**src/hdl/fprm_pkg.sv**
```systemverilog
package fprm_pkg;

  // field and register widths
  localparam int unsigned CFG_W     = 8;
  localparam int unsigned CFG_IDX_W = 2;
  localparam int unsigned TIME_W    = 32;
  localparam int unsigned WAIT_W    = 17;
  localparam int unsigned RATE_W    = 24;

  // divider width: 200000*(n-1) + span stays below 2^33
  localparam int unsigned DIV_W = TIME_W + 1;

  // default ring depth
  localparam int unsigned WINDOW_DEPTH_DEF = 128;

  // register reset values
  localparam logic [CFG_W-1:0] TARGET_FPS_RST      = 8'd60;
  localparam logic [CFG_W-1:0] WINDOW_LEN_RST      = 8'd120;
  localparam logic [CFG_W-1:0] UPDATE_INTERVAL_RST = 8'd60;

  // arithmetic constants
  localparam int unsigned MIN_LEN    = 2;
  localparam int unsigned MS_PER_S   = 1000;
  localparam int unsigned RATE_SCALE = 200000;

  localparam logic [WAIT_W-1:0] WAIT_MAX = '1;
  localparam logic [RATE_W-1:0] RATE_MAX = '1;

  // configuration register indexes
  typedef enum logic [CFG_IDX_W-1:0] {
    CFG_TARGET_FPS      = 2'd0,
    CFG_WINDOW_LEN      = 2'd1,
    CFG_UPDATE_INTERVAL = 2'd2
  } cfg_idx_e;

endpackage

```
**src/hdl/fprm_if.sv**
```systemverilog
interface fprm_in_if;
  logic                          valid;
  logic                          ready;
  logic                          action;
  logic [fprm_pkg::TIME_W-1:0]   now_ms;

  modport source (output valid, output action, output now_ms, input ready);
  modport sink   (input valid, input action, input now_ms, output ready);
endinterface

interface fprm_out_if;
  logic                          valid;
  logic                          ready;
  logic [fprm_pkg::WAIT_W-1:0]   wait_ms;
  logic [fprm_pkg::RATE_W-1:0]   rate_centi;
  logic                          rate_updated;

  modport source (output valid, output wait_ms, output rate_centi, output rate_updated,
                  input ready);
  modport sink   (input valid, input wait_ms, input rate_centi, input rate_updated,
                  output ready);
endinterface

```
**src/hdl/frame_pacer_and_rate_meter_unit.sv**
```systemverilog
// sequence: a wait request passes S_READ, S_LOAD, S_DIV, S_DONE; a frame stamp that
//   triggers a rate measurement S_PUSH, S_READ, S_LOAD, S_DIV, S_DONE (no S_DIV when the
//   span is zero), any other S_PUSH, S_DONE; the next item is taken only once the last
//   result is registered; one restoring divider, one quotient bit per cycle, serves both
// reset: asynchronous, active low; clears the window, counters, measured rate and
//   registers to their defaults; the stamp memory is not cleared and needs no sweep
module frame_pacer_and_rate_meter_unit #(
  parameter int unsigned WINDOW_DEPTH = fprm_pkg::WINDOW_DEPTH_DEF
) (
  input  logic                           clk_i,
  input  logic                           rst_ni,
  input  logic                           cfg_we_i,
  input  logic [fprm_pkg::CFG_IDX_W-1:0] cfg_idx_i,
  input  logic [fprm_pkg::CFG_W-1:0]     cfg_data_i,
  fprm_in_if.sink                        in_i,
  fprm_out_if.source                     out_o
);

  localparam int unsigned IDX_W  = $clog2(WINDOW_DEPTH);
  localparam int unsigned LEN_W  = $clog2(WINDOW_DEPTH + 1);
  localparam int unsigned SUM_W  = LEN_W + 1;
  localparam int unsigned CMP_W  = (LEN_W > fprm_pkg::CFG_W) ? LEN_W : fprm_pkg::CFG_W;
  localparam int unsigned DIV_W  = fprm_pkg::DIV_W;
  localparam int unsigned CNT_W  = $clog2(DIV_W);
  localparam int unsigned TIME_W = fprm_pkg::TIME_W;
  localparam int unsigned CFG_W  = fprm_pkg::CFG_W;

  typedef enum logic [5:0] {
    S_IDLE = 6'b000001,
    S_PUSH = 6'b000010,
    S_READ = 6'b000100,
    S_LOAD = 6'b001000,
    S_DIV  = 6'b010000,
    S_DONE = 6'b100000
  } state_e;

  // configuration registers
  logic [CFG_W-1:0] fps_q, wlen_q, intv_q;

  // control state
  state_e                        state_q, state_d;
  logic                          act_q, act_d;
  logic                          upd_q, upd_d;
  logic [IDX_W-1:0]              oldest_q, oldest_d;
  logic [LEN_W-1:0]              fill_q, fill_d;
  logic [CFG_W-1:0]              fc_q, fc_d;
  logic [fprm_pkg::RATE_W-1:0]   rate_q, rate_d;
  logic [CNT_W-1:0]              cnt_q, cnt_d;
  logic                          out_valid_q, out_valid_d;

  // payload registers
  logic [TIME_W-1:0]             now_q, now_d;
  logic [TIME_W-1:0]             diff_q, diff_d;
  logic [DIV_W-1:0]              dvd_q, dvd_d;
  logic [DIV_W-1:0]              rem_q, rem_d;
  logic [DIV_W-1:0]              dvs_q, dvs_d;
  logic [fprm_pkg::WAIT_W-1:0]   wait_out_q, wait_out_d;
  logic [fprm_pkg::RATE_W-1:0]   rate_out_q, rate_out_d;
  logic                          updf_out_q, updf_out_d;

  // stamp ring
  logic [TIME_W-1:0]             ring_mem [WINDOW_DEPTH];
  logic [TIME_W-1:0]             rd_q;
  logic                          ring_we;
  logic [IDX_W-1:0]              wr_addr;

  // effective register values
  logic [CFG_W-1:0]              fps_eff, intv_eff;
  logic [CMP_W-1:0]              wlen_ext, len_cmp;
  logic [LEN_W-1:0]              len_eff;

  // push arithmetic
  logic [SUM_W-1:0]              wr_sum, fill_inc, excess, old_sum, fill_new;
  logic [IDX_W-1:0]              oldest_new;
  logic [CFG_W-1:0]              fc_inc;
  logic                          fire;

  // divider step
  logic [DIV_W:0]                trial, trial_sub;
  logic                          trial_ge;

  // result arithmetic
  logic [TIME_W-1:0]             diff_now;
  logic [DIV_W-1:0]              diff_ext, wait_full;
  logic [fprm_pkg::WAIT_W-1:0]   wait_val;
  logic [fprm_pkg::RATE_W-1:0]   rate_new;
  logic                          out_free;

  assign in_i.ready         = (state_q == S_IDLE);
  assign out_o.valid        = out_valid_q;
  assign out_o.wait_ms      = wait_out_q;
  assign out_o.rate_centi   = rate_out_q;
  assign out_o.rate_updated = updf_out_q;

  // clamp register values
  always_comb begin
    fps_eff  = (fps_q == '0) ? CFG_W'(1) : fps_q;
    intv_eff = (intv_q == '0) ? CFG_W'(1) : intv_q;
    wlen_ext = CMP_W'(wlen_q);
    if (wlen_ext < CMP_W'(fprm_pkg::MIN_LEN)) begin
      len_cmp = CMP_W'(fprm_pkg::MIN_LEN);
    end else if (wlen_ext > CMP_W'(WINDOW_DEPTH)) begin
      len_cmp = CMP_W'(WINDOW_DEPTH);
    end else begin
      len_cmp = wlen_ext;
    end
    len_eff = LEN_W'(len_cmp);
  end

  // ring push: write slot, trim oldest stamps beyond the window length
  always_comb begin
    wr_sum = SUM_W'(oldest_q) + SUM_W'(fill_q);
    if (wr_sum >= SUM_W'(WINDOW_DEPTH)) begin
      wr_sum = wr_sum - SUM_W'(WINDOW_DEPTH);
    end
    wr_addr  = IDX_W'(wr_sum);
    fill_inc = SUM_W'(fill_q) + SUM_W'(1);
    excess   = '0;
    fill_new = fill_inc;
    if (fill_inc > SUM_W'(len_eff)) begin
      excess   = fill_inc - SUM_W'(len_eff);
      fill_new = SUM_W'(len_eff);
    end
    old_sum = SUM_W'(oldest_q) + excess;
    if (old_sum >= SUM_W'(WINDOW_DEPTH)) begin
      old_sum = old_sum - SUM_W'(WINDOW_DEPTH);
    end
    oldest_new = IDX_W'(old_sum);
    fc_inc     = fc_q + CFG_W'(1);
    fire       = (fc_inc >= intv_eff);
  end

  // one restoring division step
  always_comb begin
    trial     = {rem_q, dvd_q[DIV_W-1]};
    trial_ge  = (trial >= {1'b0, dvs_q});
    trial_sub = trial - {1'b0, dvs_q};
  end

  // result values
  always_comb begin
    diff_now = now_q - rd_q;
    diff_ext = DIV_W'(diff_q);
    wait_full = '0;
    if (!act_q && (fill_q != '0) && (dvd_q > diff_ext)) begin
      wait_full = dvd_q - diff_ext;
    end
    if (wait_full > DIV_W'(fprm_pkg::WAIT_MAX)) begin
      wait_val = fprm_pkg::WAIT_MAX;
    end else begin
      wait_val = fprm_pkg::WAIT_W'(wait_full);
    end
    if (dvd_q > DIV_W'(fprm_pkg::RATE_MAX)) begin
      rate_new = fprm_pkg::RATE_MAX;
    end else begin
      rate_new = fprm_pkg::RATE_W'(dvd_q);
    end
    out_free = !out_valid_q || out_o.ready;
  end

  // sequencer
  always_comb begin
    state_d     = state_q;
    act_d       = act_q;
    upd_d       = upd_q;
    oldest_d    = oldest_q;
    fill_d      = fill_q;
    fc_d        = fc_q;
    rate_d      = rate_q;
    cnt_d       = cnt_q;
    out_valid_d = out_valid_q;
    now_d       = now_q;
    diff_d      = diff_q;
    dvd_d       = dvd_q;
    rem_d       = rem_q;
    dvs_d       = dvs_q;
    wait_out_d  = wait_out_q;
    rate_out_d  = rate_out_q;
    updf_out_d  = updf_out_q;
    ring_we     = 1'b0;

    // result taken downstream
    if (out_valid_q && out_o.ready) begin
      out_valid_d = 1'b0;
    end

    unique case (state_q)
      S_IDLE: begin
        if (in_i.valid) begin
          act_d   = in_i.action;
          now_d   = in_i.now_ms;
          upd_d   = 1'b0;
          state_d = in_i.action ? S_PUSH : S_READ;
        end
      end
      S_PUSH: begin
        ring_we  = 1'b1;
        oldest_d = oldest_new;
        fill_d   = LEN_W'(fill_new);
        fc_d     = fire ? '0 : fc_inc;
        if (fire && (fill_new >= SUM_W'(len_eff))) begin
          upd_d   = 1'b1;
          state_d = S_READ;
        end else begin
          state_d = S_DONE;
        end
      end
      S_READ: begin
        state_d = S_LOAD;
      end
      S_LOAD: begin
        diff_d = diff_now;
        rem_d  = '0;
        cnt_d  = CNT_W'(DIV_W - 1);
        if (!act_q) begin
          dvd_d   = DIV_W'(fill_q) * DIV_W'(fprm_pkg::MS_PER_S);
          dvs_d   = DIV_W'(fps_eff);
          state_d = S_DIV;
        end else if (diff_now == '0) begin
          upd_d   = 1'b0;
          state_d = S_DONE;
        end else begin
          dvd_d   = DIV_W'(fill_q - LEN_W'(1)) * DIV_W'(fprm_pkg::RATE_SCALE)
                    + DIV_W'(diff_now);
          dvs_d   = {diff_now, 1'b0};
          state_d = S_DIV;
        end
      end
      S_DIV: begin
        rem_d = trial_ge ? DIV_W'(trial_sub) : DIV_W'(trial);
        dvd_d = {dvd_q[DIV_W-2:0], trial_ge};
        cnt_d = cnt_q - CNT_W'(1);
        if (cnt_q == '0) begin
          state_d = S_DONE;
        end
      end
      S_DONE: begin
        if (out_free) begin
          if (upd_q) begin
            rate_d = rate_new;
          end
          out_valid_d = 1'b1;
          wait_out_d  = wait_val;
          rate_out_d  = upd_q ? rate_new : rate_q;
          updf_out_d  = upd_q;
          state_d     = S_IDLE;
        end
      end
      default: begin
        state_d = S_IDLE;
      end
    endcase
  end

  // configuration writes
  always_ff @(posedge clk_i or negedge rst_ni) begin
    if (!rst_ni) begin
      fps_q  <= fprm_pkg::TARGET_FPS_RST;
      wlen_q <= fprm_pkg::WINDOW_LEN_RST;
      intv_q <= fprm_pkg::UPDATE_INTERVAL_RST;
    end else if (cfg_we_i) begin
      unique case (fprm_pkg::cfg_idx_e'(cfg_idx_i))
        fprm_pkg::CFG_TARGET_FPS:      fps_q  <= cfg_data_i;
        fprm_pkg::CFG_WINDOW_LEN:      wlen_q <= cfg_data_i;
        fprm_pkg::CFG_UPDATE_INTERVAL: intv_q <= cfg_data_i;
        default: begin
        end
      endcase
    end
  end

  // control registers
  always_ff @(posedge clk_i or negedge rst_ni) begin
    if (!rst_ni) begin
      state_q     <= S_IDLE;
      act_q       <= 1'b0;
      upd_q       <= 1'b0;
      oldest_q    <= '0;
      fill_q      <= '0;
      fc_q        <= '0;
      rate_q      <= '0;
      cnt_q       <= '0;
      out_valid_q <= 1'b0;
    end else begin
      state_q     <= state_d;
      act_q       <= act_d;
      upd_q       <= upd_d;
      oldest_q    <= oldest_d;
      fill_q      <= fill_d;
      fc_q        <= fc_d;
      rate_q      <= rate_d;
      cnt_q       <= cnt_d;
      out_valid_q <= out_valid_d;
    end
  end

  // payload registers
  always_ff @(posedge clk_i) begin
    now_q      <= now_d;
    diff_q     <= diff_d;
    dvd_q      <= dvd_d;
    rem_q      <= rem_d;
    dvs_q      <= dvs_d;
    wait_out_q <= wait_out_d;
    rate_out_q <= rate_out_d;
    updf_out_q <= updf_out_d;
  end

  // stamp memory, registered read of the oldest stamp
  always_ff @(posedge clk_i) begin
    if (ring_we) begin
      ring_mem[wr_addr] <= now_q;
    end
    rd_q <= ring_mem[oldest_q];
  end

endmodule

```
**src/flat_wrapper.sv**
```systemverilog
// flat-port wrapper written by rule: the top's interface ports become plain ports
module frame_pacer_and_rate_meter_unit_flat 
#(
  parameter int unsigned WINDOW_DEPTH = fprm_pkg::WINDOW_DEPTH_DEF
)
  (clk_i, rst_ni, cfg_we_i, cfg_idx_i, cfg_data_i, in_i_valid, in_i_action, in_i_now_ms, in_i_ready, out_o_valid, out_o_wait_ms, out_o_rate_centi, out_o_rate_updated, out_o_ready);
  fprm_in_if in_i_i ();
  fprm_out_if out_o_i ();
  input  logic clk_i;
  input  logic rst_ni;
  input  logic cfg_we_i;
  input  logic [fprm_pkg::CFG_IDX_W-1:0] cfg_idx_i;
  input  logic [fprm_pkg::CFG_W-1:0] cfg_data_i;
  input wire logic [$bits(in_i_i.valid)-1:0] in_i_valid;
  input wire logic [$bits(in_i_i.action)-1:0] in_i_action;
  input wire logic [$bits(in_i_i.now_ms)-1:0] in_i_now_ms;
  output wire logic [$bits(in_i_i.ready)-1:0] in_i_ready;
  output wire logic [$bits(out_o_i.valid)-1:0] out_o_valid;
  output wire logic [$bits(out_o_i.wait_ms)-1:0] out_o_wait_ms;
  output wire logic [$bits(out_o_i.rate_centi)-1:0] out_o_rate_centi;
  output wire logic [$bits(out_o_i.rate_updated)-1:0] out_o_rate_updated;
  input wire logic [$bits(out_o_i.ready)-1:0] out_o_ready;
  assign in_i_i.valid = in_i_valid;
  assign in_i_i.action = in_i_action;
  assign in_i_i.now_ms = in_i_now_ms;
  assign in_i_ready = in_i_i.ready;
  assign out_o_valid = out_o_i.valid;
  assign out_o_wait_ms = out_o_i.wait_ms;
  assign out_o_rate_centi = out_o_i.rate_centi;
  assign out_o_rate_updated = out_o_i.rate_updated;
  assign out_o_i.ready = out_o_ready;
  frame_pacer_and_rate_meter_unit #(.WINDOW_DEPTH(WINDOW_DEPTH)) u_core (.clk_i(clk_i), .rst_ni(rst_ni), .cfg_we_i(cfg_we_i), .cfg_idx_i(cfg_idx_i), .cfg_data_i(cfg_data_i), .in_i(in_i_i), .out_o(out_o_i));
endmodule
```
**config.mk**
```make
export PLATFORM = sky130hd
export DESIGN_NAME = frame_pacer_and_rate_meter_unit_flat
export DESIGN_NICKNAME = d
export VERILOG_FILES = /design/src/hdl/fprm_pkg.sv /design/src/hdl/fprm_if.sv /design/src/hdl/frame_pacer_and_rate_meter_unit.sv /design/src/flat_wrapper.sv
export SDC_FILE = /design/constraint.sdc
export NUM_CORES = 2
export LEC_CHECK = 0
export BUFFER_PORTS_ARGS = -buffer_cell sky130_fd_sc_hd__buf_2
export CAP_MARGIN = 25
export CORE_ASPECT_RATIO = 0.7
export CORE_MARGIN = 1.5
export CORE_UTILIZATION = 40
export CTS_BUF_LIST = sky130_fd_sc_hd__clkbuf_8
export DETAILED_ROUTE_END_ITERATION = 7
export PLACE_DENSITY_LB_ADDON = 0.12
export SLEW_MARGIN = 20
export SYNTH_ARGS = -nofsm -noshare
export SYNTH_HDL_FRONTEND = slang
export SYNTH_SLANG_ARGS = --single-unit
```
**constraint.sdc**
```tcl
create_clock -name clk_i -period 13.55 [get_ports clk_i]
set_input_delay 2.71 -clock clk_i [delete_from_list [all_inputs] [get_ports clk_i]]
set_output_delay 2.71 -clock clk_i [all_outputs]
set_load 0.02 [all_outputs]
```
After elaboration in Yosys (flattened, before gate mapping) --
Memory sizes are Yosys's and may differ from the RTL's. A register that Yosys moved wholly into a read port is not among the register bits. Index checks and enable logic that the tools add are counted.
Operators by class: $add $sub $neg 13, $mul 2, $lt $le $gt $ge 11, equal/unequal tests 16, multiplexer cells 39, reduce and logical (&&, ||, !) cells 24
Operators with widths (count):
- 2-to-1 mux 33 bit | 5
- case mux 33 bit (2 select lines) | 2
- 2-to-1 mux 24 bit | 2
- 2-to-1 mux 8 bit | 6
- 2-to-1 mux 6 bit | 6
- case mux 6 bit (6 select lines) | 1
- greater-or-equal comparator 34 x 33 -> 1 bit | 1
- adder 33 x 32 -> 33 bit | 1
- greater-than comparator 33 x 17 -> 1 bit, second input constant | 1
- greater-than comparator 33 x 24 -> 1 bit, second input constant | 1
- greater-than comparator 33 x 32 -> 1 bit | 1
- multiplier 33 x 12 -> 27 bit, second input constant | 1
- subtractor 33 x 32 -> 33 bit | 1
- subtractor 33 bit | 1
- zero test 32 bit | 1
- subtractor 32 bit | 1
- greater-or-equal comparator 9 x 8 -> 1 bit, second input constant | 2
- 2-to-1 mux 9 bit | 2
- zero test 8 bit | 2
- multiplier 8 x 7 -> 15 bit, second input constant | 1
- 2-to-1 mux 7 bit | 2
- AND reduction 2 bit | 7
- subtractor 7 x 1 -> 7 bit, second input constant | 2
- case mux 6 bit (2 select lines) | 1
- other kinds (36) | 54
Storage, ports and cells: register bits 291, memory bits (writable) 4096, input bits 48, memories 1
Memory list:
- u_core.ring_mem | depth 128, bits a word 32, rd ports 1, clocked after Yosys merged registers in 1, write ports 1, RTL line frame_pacer_and_rate_meter_unit.sv:62 | logic [TIME_W-1:0] ring_mem [WINDOW_DEPTH];

Longest topological paths before layout --
word-level depth 9, depth in mapped cells 38, gate-level depth less buffers 38

Worst setup path before layout --
OpenSTA, ideal clock, no wires.
path kind reg2reg, start register u_core.fill_q[0], end register u_core.dvd_q[32] (data pin), arrival 7.033 ns, required time 13.294 ns, slack 6.261 ns, stages on the path, launching flop included 34, path buffers 2, cells stage by stage dfrtp_1 clkbuf_1 inv_1 ha_1 nand3_1 nand2_1 and2_1 clkbuf_1 ha_1 ha_1 ha_1 fa_1 inv_1 fa_1 inv_1 ha_1 and3_1 a21oi_1 o21ai_1 o41ai_1 o21bai_1 a211oi_1 nor2_1 ha_1 and4_1 nand2_1 o211ai_1 a21oi_1 a21boi_0 a21oi_1 o21ai_0 a21oi_1 xnor2_1 a22o_1
Between the ends: word-level cells in the longest chain between the ends 6
Ends and longest elaborated chain:
- start: declaration | RTL line frame_pacer_and_rate_meter_unit.sv:45 | logic [LEN_W-1:0] fill_q, fill_d;
- start signal: assignment | RTL line frame_pacer_and_rate_meter_unit.sv:289 | fill_q <= fill_d;
- subtractor 8 x 1 -> 9 bit | RTL line frame_pacer_and_rate_meter_unit.sv:223 | dvd_d = DIV_W'(fill_q - LEN_W'(1)) * DIV_W'(fprm_pkg::RATE_SCALE)
- multiplier 33 x 12 -> 27 bit | RTL line frame_pacer_and_rate_meter_unit.sv:223
- adder 33 x 32 -> 33 bit | RTL line frame_pacer_and_rate_meter_unit.sv:224 | + DIV_W'(diff_now);
- 2-to-1 mux 33 bit | RTL line frame_pacer_and_rate_meter_unit.sv:219 | end else if (diff_now == '0) begin
- 2-to-1 mux 33 bit | RTL line frame_pacer_and_rate_meter_unit.sv:215 | if (!act_q) begin
- case mux 33 bit (2 select lines) | RTL line frame_pacer_and_rate_meter_unit.sv:187 | unique case (state_q)
- net u_core.dvd_d[32] | RTL line frame_pacer_and_rate_meter_unit.sv:54 | logic [DIV_W-1:0] dvd_q, dvd_d;
- end signal: assignment | RTL line frame_pacer_and_rate_meter_unit.sv:301 | dvd_q <= dvd_d;
- end: declaration | RTL line frame_pacer_and_rate_meter_unit.sv:54
The timed path passes the listed nets, and every way through them passes these cells. The select of a mux whose other input is x is not followed. A chain may end at the register's enable or synchronous reset.

Worst setup path in the final report --
start register u_core.fill_q[2], end register u_core.dvd_q[32] (data pin)
Same word-level chain as after synthesis.

==> impl_metrics.toml <==
[sta]
fin_skew_ns = 0.0937
hold_viol = 0
worst_pin_slew_ns = 1.17
finalCritPeriodShare = 0.626
maxSlewHeadroom = 0.223
drv_slew = 0
period_minus_slack_ns = 8.48
setup_viol = 0
rsz0062_at_grt = "false"
setup_tns_ns = 0
fmax_mhz = 118

[clock_network]
clkTransAtPathRegs_ns = 0.06
cts_buffers = 675
cts_resized = 0
ctsHoldBuffers = 0
cts_setup_buffers = 0
cts.htree.levels = 6
clock-sinks = 4419
clock_latency_ns = 1.26
cts_root_buf = "clkbuf_8"
cts_buffer_depth = 4
cts_tree = "built"

[yosys]
synth_area_um2 = 179000
synth_flop_cell = "edfxtp_1"
post-synth-top-count-cell = "edfxtp_1"
yosysTopAreaCellShare = 0.720
synthTopCellsByCount = "edfxtp_1 (4301), mux4_2 (1344), clkbuf_1 (314)"
synth_edf_count = 4301
synth.avg_cell_area_um2 = 21.4
ys_seq_area_frac = 0.736
synth_fp_nets = 8773
ys_ff_latch = 4419
post_synth_num_cell_types = 88
ys_warn_count = 0
syn_inst = 8396
synthTopCellsByArea = "edfxtp_1 (72%), mux4_2 (17%), ha_1 (1.9%), dfrtp_1 (1.0%), clkbuf_1 (0.66%)"
yosys.area.top_type = "edfxtp_1"
async_flop_share = 0.0195

[setup_path]
required_ns = 14.54
crit_top_cell = "ha_1"
worstSetupStartpoint = "u_core.fill_q[2]"
arrival_ns = 9.47
worst_r2r_endpoint = "u_core.dvd_q[32]"
slowest_stage = "dfrtp_1"
crit_path_end = "u_core.dvd_q[32]"
crit_path_max_fanout = 10
slowest_delay_ns = 0.67
worstSetupStartpointType = "register"
crit_type = "register to register"
rrSetupSlack_ns = 5.07
reg2reg_depth = 36
r2r_start = "u_core.fill_q[2]"
cp-end-kind = "register"

[floorplan]
io_pins = 92
dieArea_um2 = 453000
die_w_um = 803
rows = 205
initial_core_util = 0.402
core-area_um2 = 446000
fp.dieH_um = 563

[place]
port_buffers = 91
place.gp.congestion = 0.879
dp_hpwl_um = 303000

[route]
first_pass_iters = 5
drcViolationCount = 0
drtIter0Drc = 11900
ant_nets = 0
finalWirelength_um = 532000
viasPerCell = 5.83
detail_route.wl_per_cell_um = 34.3
vias = 90400

[global_route]
grt_usage = 0.232
grt_pass1_wl_um = 733000
grt_max_degree = 130
grt_pass1_vias = 91000
grt-ovfl-total = 0
antenna_found_initial = 84

[min_path]
hold_class = "register to register"
holdPathStages = 1

[flow_run]
maxCapViolCount = 0

[status]
status = "finished clean"

[layout]
area_growth_pct = 12.3
nNetsFinal = 9469
drive_gt1_frac = 0.294
## metal layers
| layer | global-route usage | vias up | wire length [µm] |
|---|---|---|---|
| li1 | - | 36500 | - |
| met1 | 0.362 | 49200 | 243000 |
| met3 | 0.0439 | 752 | 44800 |
| met4 | 0.0541 | 24 | 12400 |
| met2 | 0.338 | 3936 | 232000 |
| met5 | 0 | - | 137 |
## cell type report
class | count | area [µm²]
fill | 37600 | 245000
sequential | 4419 | 132000
multi-input combinational | 3333 | 46000
clock buffer | 697 | 9590
tap | 5899 | 7380
timing repair buffer | 392 | 3000
clock inverter | 467 | 2400
inverter | 271 | 1020
antenna | 23 | 57.6
## flip-flops by register name, indices dropped and copies added, names as in the netlist, 6 cells and up
signal,count
u_core.wlen_ext,8
u_core.fill_q,8
u_core.fc_q,8
u_core.state_q,6
u_core.oldest_q,7
u_core.ring_mem,4096
u_core.dvd_q,33
u_core.rd_q,32
u_core.cnt_q,6
u_core.fps_q,8
u_core.intv_q,8
u_core.dvs_q,33
u_core.rem_q,33
u_core.out_o.wait_ms,17
u_core.now_q,32
u_core.diff_q,32
u_core.out_o.rate_centi,24
u_core.rate_q,24
## worst max-delay path: cells and delay by family (launching register included)
| family | cells | cell delay, ns |
|---|---|---|
| AO/OA/AOI/OAI | 16 | 3.24 |
| XOR/XNOR | 2 | 0.56 |
| adder cells (fa/ha/maj) | 8 | 2.67 |
| buffers and inverters | 3 | 0.34 |
| flip-flops | 1 | 0.67 |
| AND/OR/NAND/NOR | 7 | 0.74 |
## how the worst min path moves through the flow
| stage | startpoint | endpoint | slack [ns] |
|---|---|---|---|
| after floorplan | u_core.upd_q | u_core.out_o.rate_updated | 0.42 |
| after global placement | u_core.cnt_q[5] | u_core.cnt_q[5] | 0.47 |
| after detailed placement | u_core.state_q[3] | u_core.state_q[3] | 0.49 |
| after CTS | u_core.state_q[3] | u_core.state_q[3] | 0.50 |
| after global routing | u_core.rate_q[3] | u_core.rate_q[3] | 0.52 |
| final | u_core.state_q[3] | u_core.state_q[3] | 0.50 |
## per-stage QoR
stage | hold WS [ns] | util | cell area (µm²) | setup WS, ns | instances
after CTS | 0.498 | 0.451 | 201000 | 5.08 | 15500
after detailed placement | 0.490 | 0.424 | 189000 | 5.17 | 14300
after global placement | 0.469 | 0.424 | 189000 | 5.14 | 14300
final | 0.495 | 0.452 | 201000 | 5.07 | 15500
after floorplan | 0.423 | - | 179000 | 6.26 | 8396
after global routing | 0.518 | 0.452 | 201000 | 4.45 | 15500
## placed cells by master, fill, tap and decap left out, types with 54 or more instances in the layout
master,count
a21o_1,54
a21oi_1,212
buf_2,90
buf_4,282
clkbuf_8,697
clkinv_1,130
dfrtp_1,65
edfxtp_1,4301
ha_1,276
inv_1,504
mux2_2,87
mux4_2,1344
nand2_1,180
nor2_1,158
nor2_4,129
o21ai_0,90
xnor2_1,111
xor2_1,57
## logic make-up after synthesis
group | share of synthesized area
compound gates | 0.0209
xor+xnor | 0.00830
fa+ha+maj | 0.0252
buf+inv | 0.0135
flops | 0.736
mux | 0.175
simple gates | 0.0212
Power is not shown: default switching activity piles up to over one toggle a cycle in this logic, so the estimate is an artifact.
